`config.mk`:
```
export PLATFORM = sky130hd
export DESIGN_NAME = two_register_cpu_core_top_flat
export DESIGN_NICKNAME = d
export VERILOG_FILES = /design/src/hw/rtl/trc_pkg.sv /design/src/hw/rtl/trc_if.sv /design/src/hw/rtl/two_register_cpu_core_top.sv /design/src/hw/rtl/trc_alu.sv /design/src/flat_wrapper.sv
export SDC_FILE = /design/constraint.sdc
export NUM_CORES = 1
export LEC_CHECK = 0
export BUFFER_PORTS_ARGS = -buffer_cell sky130_fd_sc_hd__buf_4
export CAP_MARGIN = 20
export CORE_MARGIN = 4
export CORE_UTILIZATION = 30
export DETAILED_ROUTE_END_ITERATION = 16
export PLACE_DENSITY_LB_ADDON = 0.05
export SKIP_LAST_GASP = 1
export SYNTH_ARGS = -nofsm -noshare
export SYNTH_HDL_FRONTEND = slang
export SYNTH_SLANG_ARGS = --single-unit
```
`constraint.sdc`:
```
create_clock -name clk -period 13.3 [get_ports clk]
set_clock_uncertainty 0.05 [all_clocks]
set_input_delay 2.66 -clock clk [delete_from_list [all_inputs] [get_ports clk]]
set_output_delay 2.66 -clock clk [all_outputs]
set_load 0.03 [all_outputs]
```
`src/hw/rtl/trc_pkg.sv`:
```
// ----------------------------------------------------------------------------
// trc_pkg
// Types, field positions and ALU function codes of the two-register CPU core.
// ----------------------------------------------------------------------------
`default_nettype none

package trc_pkg;

  localparam int WORD_W     = 16;
  localparam int ADDR_W     = 15;
  localparam int MEM_WORDS  = 32768;
  localparam int MEM_ADDR_W = $clog2(MEM_WORDS);

  typedef logic [WORD_W-1:0] word_t;
  typedef logic [ADDR_W-1:0] addr_t;

  // instruction fields
  localparam int INSTR_C_BIT = 15;
  localparam int COMP_LSB    = 6;
  localparam int COMP_W      = 7;
  localparam int DEST_LSB    = 3;
  localparam int DEST_W      = 3;
  localparam int JUMP_LSB    = 0;
  localparam int JUMP_W      = 3;

  // destination bits
  localparam int DEST_M = 0;
  localparam int DEST_D = 1;
  localparam int DEST_A = 2;

  // jump condition bits
  localparam int JUMP_GT = 0;
  localparam int JUMP_EQ = 1;
  localparam int JUMP_LT = 2;

  typedef logic [COMP_W-1:0] comp_t;
  typedef logic [DEST_W-1:0] dest_t;
  typedef logic [JUMP_W-1:0] jump_t;

  // ALU function codes (a bit plus six control bits)
  localparam comp_t COMP_ZERO  = 7'h2A;
  localparam comp_t COMP_ONE   = 7'h3F;
  localparam comp_t COMP_MONE  = 7'h3A;
  localparam comp_t COMP_D     = 7'h0C;
  localparam comp_t COMP_A     = 7'h30;
  localparam comp_t COMP_M     = 7'h70;
  localparam comp_t COMP_NOT_D = 7'h0D;
  localparam comp_t COMP_NOT_A = 7'h31;
  localparam comp_t COMP_NOT_M = 7'h71;
  localparam comp_t COMP_NEG_D = 7'h0F;
  localparam comp_t COMP_NEG_A = 7'h33;
  localparam comp_t COMP_NEG_M = 7'h73;
  localparam comp_t COMP_D_INC = 7'h1F;
  localparam comp_t COMP_A_INC = 7'h37;
  localparam comp_t COMP_M_INC = 7'h77;
  localparam comp_t COMP_D_DEC = 7'h0E;
  localparam comp_t COMP_A_DEC = 7'h32;
  localparam comp_t COMP_M_DEC = 7'h72;
  localparam comp_t COMP_D_ADD_A = 7'h02;
  localparam comp_t COMP_D_ADD_M = 7'h42;
  localparam comp_t COMP_D_SUB_A = 7'h13;
  localparam comp_t COMP_D_SUB_M = 7'h53;
  localparam comp_t COMP_A_SUB_D = 7'h07;
  localparam comp_t COMP_M_SUB_D = 7'h47;
  localparam comp_t COMP_D_AND_A = 7'h00;
  localparam comp_t COMP_D_AND_M = 7'h40;
  localparam comp_t COMP_D_OR_A  = 7'h15;
  localparam comp_t COMP_D_OR_M  = 7'h55;

  typedef struct packed {
    comp_t comp;
    jump_t jump;
  } alu_ctrl_t;

  typedef struct packed {
    logic zero;
    logic neg;
    logic taken;
  } alu_flags_t;

endpackage

`default_nettype wire

```
`src/hw/rtl/trc_if.sv`:
```
// ----------------------------------------------------------------------------
// trc_if
// Valid/ready channels for instruction items and execution results.
// ----------------------------------------------------------------------------
`default_nettype none

interface trc_instr_if import trc_pkg::*; ();
  logic  valid;
  logic  ready;
  word_t instruction;
  word_t memory_in;

  modport source (output valid, output instruction, output memory_in, input ready);
  modport sink   (input valid, input instruction, input memory_in, output ready);
endinterface

interface trc_result_if import trc_pkg::*; ();
  logic  valid;
  logic  ready;
  word_t memory_out;
  logic  memory_write;
  addr_t write_address;
  addr_t read_address;
  addr_t next_pc;

  modport source (output valid, output memory_out, output memory_write,
                  output write_address, output read_address, output next_pc,
                  input ready);
  modport sink   (input valid, input memory_out, input memory_write,
                  input write_address, input read_address, input next_pc,
                  output ready);
endinterface

`default_nettype wire

```
`src/hw/rtl/two_register_cpu_core_top.sv`:
```
// ----------------------------------------------------------------------------
// two_register_cpu_core_top
// Executes one 16-bit instruction per transfer on instr_ch, together with the
// data word read at the current A address, and returns one result per
// instruction on result_ch: the ALU value and write strobe for data memory,
// the write address (A before the instruction), the read address (A after
// it) and the next instruction address. A, D and PC live here and clear on
// reset. An instruction is captured in an input register and executed from
// there into the result register; one instruction is taken every cycle while
// the result is not stalled, and a stalled result holds the pipe only while
// the input register is also full.
// ----------------------------------------------------------------------------
`default_nettype none

module two_register_cpu_core_top import trc_pkg::*; (
  input  wire logic     clk,
  input  wire logic     rst,
  trc_instr_if.sink     instr_ch,
  trc_result_if.source  result_ch
);

  // input register
  logic  s1_valid;
  word_t s1_instr;
  word_t s1_mem;
  logic  s1_adv;

  // architectural state
  word_t a_reg;
  word_t d_reg;
  addr_t pc_reg;
  word_t a_next;
  word_t d_next;
  addr_t pc_next;

  // execute
  logic       is_c;
  dest_t      dest;
  alu_ctrl_t  alu_ctrl;
  word_t      alu_result;
  alu_flags_t alu_flags;
  word_t      mem_out_next;

  assign s1_adv         = s1_valid && (!result_ch.valid || result_ch.ready);
  assign instr_ch.ready = !s1_valid || s1_adv;

  always_ff @(posedge clk) begin
    if (rst) begin
      s1_valid <= 1'b0;
    end else if (instr_ch.ready) begin
      s1_valid <= instr_ch.valid;
    end
    if (instr_ch.valid && instr_ch.ready) begin
      s1_instr <= instr_ch.instruction;
      s1_mem   <= instr_ch.memory_in;
    end
  end

  assign is_c          = s1_instr[INSTR_C_BIT];
  assign dest          = s1_instr[DEST_LSB +: DEST_W];
  assign alu_ctrl.comp = s1_instr[COMP_LSB +: COMP_W];
  assign alu_ctrl.jump = s1_instr[JUMP_LSB +: JUMP_W];

  trc_alu u_alu (
    .ctrl   (alu_ctrl),
    .d      (d_reg),
    .a      (a_reg),
    .m      (s1_mem),
    .result (alu_result),
    .flags  (alu_flags)
  );

  always_comb begin
    a_next       = a_reg;
    d_next       = d_reg;
    pc_next      = pc_reg + addr_t'(1);
    mem_out_next = '0;
    if (!is_c) begin
      a_next = word_t'(s1_instr[ADDR_W-1:0]);
    end else begin
      mem_out_next = alu_result;
      if (dest[DEST_D]) begin
        d_next = alu_result;
      end
      if (dest[DEST_A]) begin
        a_next = alu_result;
      end
      // jump target is A as it was before this instruction
      if (alu_flags.taken) begin
        pc_next = a_reg[ADDR_W-1:0];
      end
    end
  end

  always_ff @(posedge clk) begin
    if (rst) begin
      a_reg  <= '0;
      d_reg  <= '0;
      pc_reg <= '0;
    end else if (s1_adv) begin
      a_reg  <= a_next;
      d_reg  <= d_next;
      pc_reg <= pc_next;
    end
  end

  // result register
  always_ff @(posedge clk) begin
    if (rst) begin
      result_ch.valid <= 1'b0;
    end else if (s1_adv) begin
      result_ch.valid <= 1'b1;
    end else if (result_ch.ready) begin
      result_ch.valid <= 1'b0;
    end
    if (s1_adv) begin
      result_ch.memory_out    <= mem_out_next;
      result_ch.memory_write  <= is_c && dest[DEST_M];
      result_ch.write_address <= addr_t'(a_reg[MEM_ADDR_W-1:0]);
      result_ch.read_address  <= addr_t'(a_next[MEM_ADDR_W-1:0]);
      result_ch.next_pc       <= pc_next;
    end
  end

endmodule

`default_nettype wire

```
`src/hw/rtl/trc_alu.sv`:
```
// ----------------------------------------------------------------------------
// trc_alu
// Computes one function of D, A or M and evaluates the jump condition.
// ----------------------------------------------------------------------------
`default_nettype none

module trc_alu import trc_pkg::*; (
  input  alu_ctrl_t  ctrl,
  input  word_t      d,
  input  word_t      a,
  input  word_t      m,
  output word_t      result,
  output alu_flags_t flags
);

  always_comb begin
    unique case (ctrl.comp)
      COMP_ZERO:    result = '0;
      COMP_ONE:     result = word_t'(1);
      COMP_MONE:    result = '1;
      COMP_D:       result = d;
      COMP_A:       result = a;
      COMP_M:       result = m;
      COMP_NOT_D:   result = ~d;
      COMP_NOT_A:   result = ~a;
      COMP_NOT_M:   result = ~m;
      COMP_NEG_D:   result = -d;
      COMP_NEG_A:   result = -a;
      COMP_NEG_M:   result = -m;
      COMP_D_INC:   result = d + word_t'(1);
      COMP_A_INC:   result = a + word_t'(1);
      COMP_M_INC:   result = m + word_t'(1);
      COMP_D_DEC:   result = d - word_t'(1);
      COMP_A_DEC:   result = a - word_t'(1);
      COMP_M_DEC:   result = m - word_t'(1);
      COMP_D_ADD_A: result = d + a;
      COMP_D_ADD_M: result = d + m;
      COMP_D_SUB_A: result = d - a;
      COMP_D_SUB_M: result = d - m;
      COMP_A_SUB_D: result = a - d;
      COMP_M_SUB_D: result = m - d;
      COMP_D_AND_A: result = d & a;
      COMP_D_AND_M: result = d & m;
      COMP_D_OR_A:  result = d | a;
      COMP_D_OR_M:  result = d | m;
      default:      result = '0;
    endcase
  end

  always_comb begin
    flags.zero  = (result == '0);
    flags.neg   = result[WORD_W-1];
    flags.taken = (ctrl.jump[JUMP_LT] && flags.neg) ||
                  (ctrl.jump[JUMP_EQ] && flags.zero) ||
                  (ctrl.jump[JUMP_GT] && !flags.neg && !flags.zero);
  end

endmodule

`default_nettype wire

```
`src/flat_wrapper.sv`:
```
// flat-port wrapper written by rule: the top's interface ports become plain ports
module two_register_cpu_core_top_flat import trc_pkg::*;
  (clk, rst, instr_ch_valid, instr_ch_instruction, instr_ch_memory_in, instr_ch_ready, result_ch_valid, result_ch_memory_out, result_ch_memory_write, result_ch_write_address, result_ch_read_address, result_ch_next_pc, result_ch_ready);
  trc_instr_if instr_ch_i ();
  trc_result_if result_ch_i ();
  input  wire logic clk;
  input  wire logic rst;
  input wire logic [$bits(instr_ch_i.valid)-1:0] instr_ch_valid;
  input wire logic [$bits(instr_ch_i.instruction)-1:0] instr_ch_instruction;
  input wire logic [$bits(instr_ch_i.memory_in)-1:0] instr_ch_memory_in;
  output wire logic [$bits(instr_ch_i.ready)-1:0] instr_ch_ready;
  output wire logic [$bits(result_ch_i.valid)-1:0] result_ch_valid;
  output wire logic [$bits(result_ch_i.memory_out)-1:0] result_ch_memory_out;
  output wire logic [$bits(result_ch_i.memory_write)-1:0] result_ch_memory_write;
  output wire logic [$bits(result_ch_i.write_address)-1:0] result_ch_write_address;
  output wire logic [$bits(result_ch_i.read_address)-1:0] result_ch_read_address;
  output wire logic [$bits(result_ch_i.next_pc)-1:0] result_ch_next_pc;
  input wire logic [$bits(result_ch_i.ready)-1:0] result_ch_ready;
  assign instr_ch_i.valid = instr_ch_valid;
  assign instr_ch_i.instruction = instr_ch_instruction;
  assign instr_ch_i.memory_in = instr_ch_memory_in;
  assign instr_ch_ready = instr_ch_i.ready;
  assign result_ch_valid = result_ch_i.valid;
  assign result_ch_memory_out = result_ch_i.memory_out;
  assign result_ch_memory_write = result_ch_i.memory_write;
  assign result_ch_write_address = result_ch_i.write_address;
  assign result_ch_read_address = result_ch_i.read_address;
  assign result_ch_next_pc = result_ch_i.next_pc;
  assign result_ch_i.ready = result_ch_ready;
  two_register_cpu_core_top u_core (.clk(clk), .rst(rst), .instr_ch(instr_ch_i), .result_ch(result_ch_i));
endmodule
```
==> flow_summary.yaml <==
clock_tree:
  ctsHtreeMaxLevel: 4
  clock-sinks: 143
  ctsResizeCount: 0
  cts_tree: "yes"
  root_buffer: "clkbuf_16"
  post-cts-setup-buffers: 0
  cts.clk_slew.worst_paths_ns: 0.07
  clk_latency_ns: 0.46
  cts_buffer_depth: 2
  cts_hold_buf: 0
  cts_inserted_buffers: 17
final_layout:
  postLayoutCellArea_um2: 13920
  num-fill-cells: 4225
  drive_gt1_share_pct: 15.66
  finalNetCount: 1579
  antenna_cells: 0
  area_delta_synth_final_pct: 14.67
worst_setup_path:
  cpPeakStageDelay_ns: 0.94
  rr_worst_depth: 17
  worst_path_max_delay_cell: "edfxtp_1"
  r2r-end: "u_core.result_ch.next_pc[12]$_DFFE_PP_"
  path_delay_family: "simple AND/OR/NAND/NOR gates"
  crit_path_start_kind: "flip-flop"
  worstPathRequired_ns: 13.45
  startpoint: "u_core.s1_instr[8]$_DFFE_PP_"
  path_buf_inv: 0
  cp.arrival_ns: 7.86
  path_max_fanout: 28
  worstSetupPathType: "flip-flop to flip-flop"
  critPathCapture: "u_core.result_ch.next_pc[12]$_DFFE_PP_"
  cpMostUsedCell: "o211ai_1"
  cp-end-kind: "flip-flop"
  r2r-start: "u_core.s1_instr[8]$_DFFE_PP_"
  crit_path_cell_trace: "xor2_1, or3_1, or2_2, a221o_1, fa_1, nand2b_1, a21oi_1, o211ai_1, and3_1, a32oi_1, o211ai_1, a2111oi_0, nand4_1, nor3_2, mux2_4, nor2_4, mux2_2"
  r2r_slack_ns: 5.59
  crit_cells: 17
sta:
  rsz0062_at_grt: "false"
  slew-limit-headroom_pct: 20.50
  holdWs_ns: 0.4661
  drv_slew: 0
  finalCritPeriodShare_pct: 57.98
  layout_min_cycle_time_ns: 7.711
  worst_pin_slew_ns: 1.176
  hold_violations: 0
  finalSetupViolations: 0
  max_freq_mhz: 129.7
  fin_tns_setup_ns: 0
grt:
  antenna_found_initial: 2
  grt_pass1_vias: 11453
  grt-ovfl-total: 0
  track_usage_pct: 24.82
  grt_pass1_wl_mm: 80.94
  grt_max_degree: 89
flow_run:
  maxCapViolCount: 0
min_path:
  min-delay-start: "u_core.s1_valid$_SDFFE_PP0N_"
  hp-class: "flip-flop to flip-flop"
  hold_depth: 2
power:
  leakage_nw: 5.242
  p_total_mw: 1.302
  sw_frac_of_total_pct: 34.19
  p_seq_share_pct: 40.5
  power_frac_comb_pct: 21.7
  pwr-share-clk_pct: 37.8
  p_sw_mw: 0.4451
  ir_drop_uv: 95.36
  intPower_mw: 0.8569
  p_per_area_nw_per_um2: 93.56
routing:
  vias: 12060
  drt_iter0_markers: 1205
  routed.top_layer: "met4"
  viasPerCell: 5.953
  wl_met2_mm: 24.39
  postRouteAntennaNets: 0
  wl_per_cell_um: 27.62
  dr.pass1.iters: 5
  m1WireLength_mm: 25.57
  drc: 0
  wl_met3_mm: 3.602
  wl_mm: 55.97
place:
  numPortBuffers: 99
  routabilityCongestion: 0.9805
  dp_hpwl_mm: 41.70
  post_dp_cell_area_um2: 13330
floorplanning:
  initial_utilization_pct: 30.47
  num_io_pins: 100
  dieArea_um2: 43730
  std_cell_rows: 73
  fp.dieH_um: 209.1
  core_area_um2: 39820
  die_w_um: 209.1
yosys:
  synth_flop_cell: "edfxtp_1"
  yosys-top-cells-area: "edfxtp_1 (23%), dfxtp_1 (8.1%), ha_1 (5.4%), nor2_1 (4.4%), nand2_1 (4.2%)"
  synthTopCellsByCount: "nor2_1 (142), nand2_1 (137), edfxtp_1 (94)"
  yosysMostFrequentCell: "nor2_1"
  synth_cells: 1439
  synthDistinctLibCells: 90
  yosysWarnings: 0
  async_flop_share_pct: 0
  ys_ff_latch: 143
  syn-num-nets: 1530
  syn_area_per_cell_um2: 8.433
  syn-cell-area_um2: 12140
  synth_edf_count: 94
  synth_top_area_share_pct: 23.26
  yosysSeqAreaShare_pct: 31.34
  synth_area_leader_cell: "edfxtp_1"
outcome:
  status: "finished clean"
[cell families after synthesis]
| family | Yosys count | synth area share, % |
|---|---|---|
| flops | 143 | 31.34 |
| fa+ha+maj | 55 | 5.856 |
| xor+xnor | 70 | 5.052 |
| compound gates | 401 | 22.65 |
| simple gates | 584 | 25.46 |
| buf+inv | 132 | 4.640 |
| mux | 54 | 5.000 |
[worst min-delay path by stage]
stage | endpoint | slack [ns]
6_report | u_core.result_ch.valid$_SDFFE_PP0P_ | 0.47
3_3_place_gp | u_core.result_ch.valid$_SDFFE_PP0P_ | 0.45
2_1_floorplan | u_core.result_ch.write_address[7]$_DFFE_PP_ | 0.38
5_1_grt | u_core.result_ch.valid$_SDFFE_PP0P_ | 0.49
3_5_place_dp | u_core.result_ch.valid$_SDFFE_PP0P_ | 0.45
4_1_cts | u_core.result_ch.valid$_SDFFE_PP0P_ | 0.46
[per-stage QoR]
stage / std cells / util [%] / setup WS, ns
2_1_floorplan: 1439 / - / 7.527
3_3_place_gp: 1993 / 33.46 / 5.211
3_5_place_dp: 1993 / 33.46 / 5.228
4_1_cts: 2025 / 34.92 / 5.191
5_1_grt: 2026 / 34.94 / 5.371
6_report: 2026 / 34.94 / 5.589
[routing by layer]
metal / track usage [%] / vias up
met1: 35.12 / 5901
met5: 0 / -
met4: 9.811 / 0
met3: 4.219 / 108
met2: 37.72 / 499
li1: - / 5552
[cell type report]
cell class	count	area, µm²	area share [%]
sequential	143	3804	27.33
clock buffer	17	425.4	3.057
clock inverter	15	153.9	1.106
tap	525	656.9	4.720
timing repair buffer	131	987.2	7.094
inverter	31	118.9	0.8542
multi-input combinational	1164	7770	55.84
[cells in the final DEF (no fill, tap or decap), types with 17 or more instances in the layout]
master | synthesis | final
mux2i_1 | 22 | 22
nand3_1 | 34 | 34
xor2_1 | 28 | 28
clkbuf_16 | 0 | 17
buf_4 | 2 | 130
o21ai_0 | 80 | 80
edfxtp_1 | 94 | 94
a211o_1 | 18 | 18
o211ai_1 | 29 | 29
mux2_2 | 25 | 25
a221oi_1 | 18 | 18
nor3_1 | 57 | 57
or4_1 | 20 | 20
or3_1 | 18 | 18
dfxtp_1 | 49 | 49
inv_1 | 30 | 30
a21oi_1 | 86 | 86
ha_1 | 52 | 52
nand2_1 | 137 | 137
nor2_1 | 142 | 142
xnor2_1 | 42 | 42
a211oi_1 | 38 | 38
nand3b_1 | 39 | 39
[worst register-to-register path: cells and delay by family (launching register included)]
kind | cells | cell delay (ns)
compound gates | 6 | 2.29
mux | 2 | 0.87
simple gates | 7 | 2.59
fa+ha+maj | 1 | 0.46
xor+xnor | 1 | 0.26
flops | 1 | 0.94
[power by group through the flow]
| stage | Clock [mW] | Combinational, mW | Sequential [mW] |
|---|---|---|---|
| finish | 0.492 | 0.282 | 0.528 |
| floorplan | 0 | 0.170 | 0.539 |
| CTS | 0.505 | 0.280 | 0.527 |
| detailed placement | 0 | 0.279 | 0.537 |
| global route | 0.521 | 0.301 | 0.530 |
| global placement | 0 | 0.281 | 0.537 |
Power figures use the tool's default switching activity.
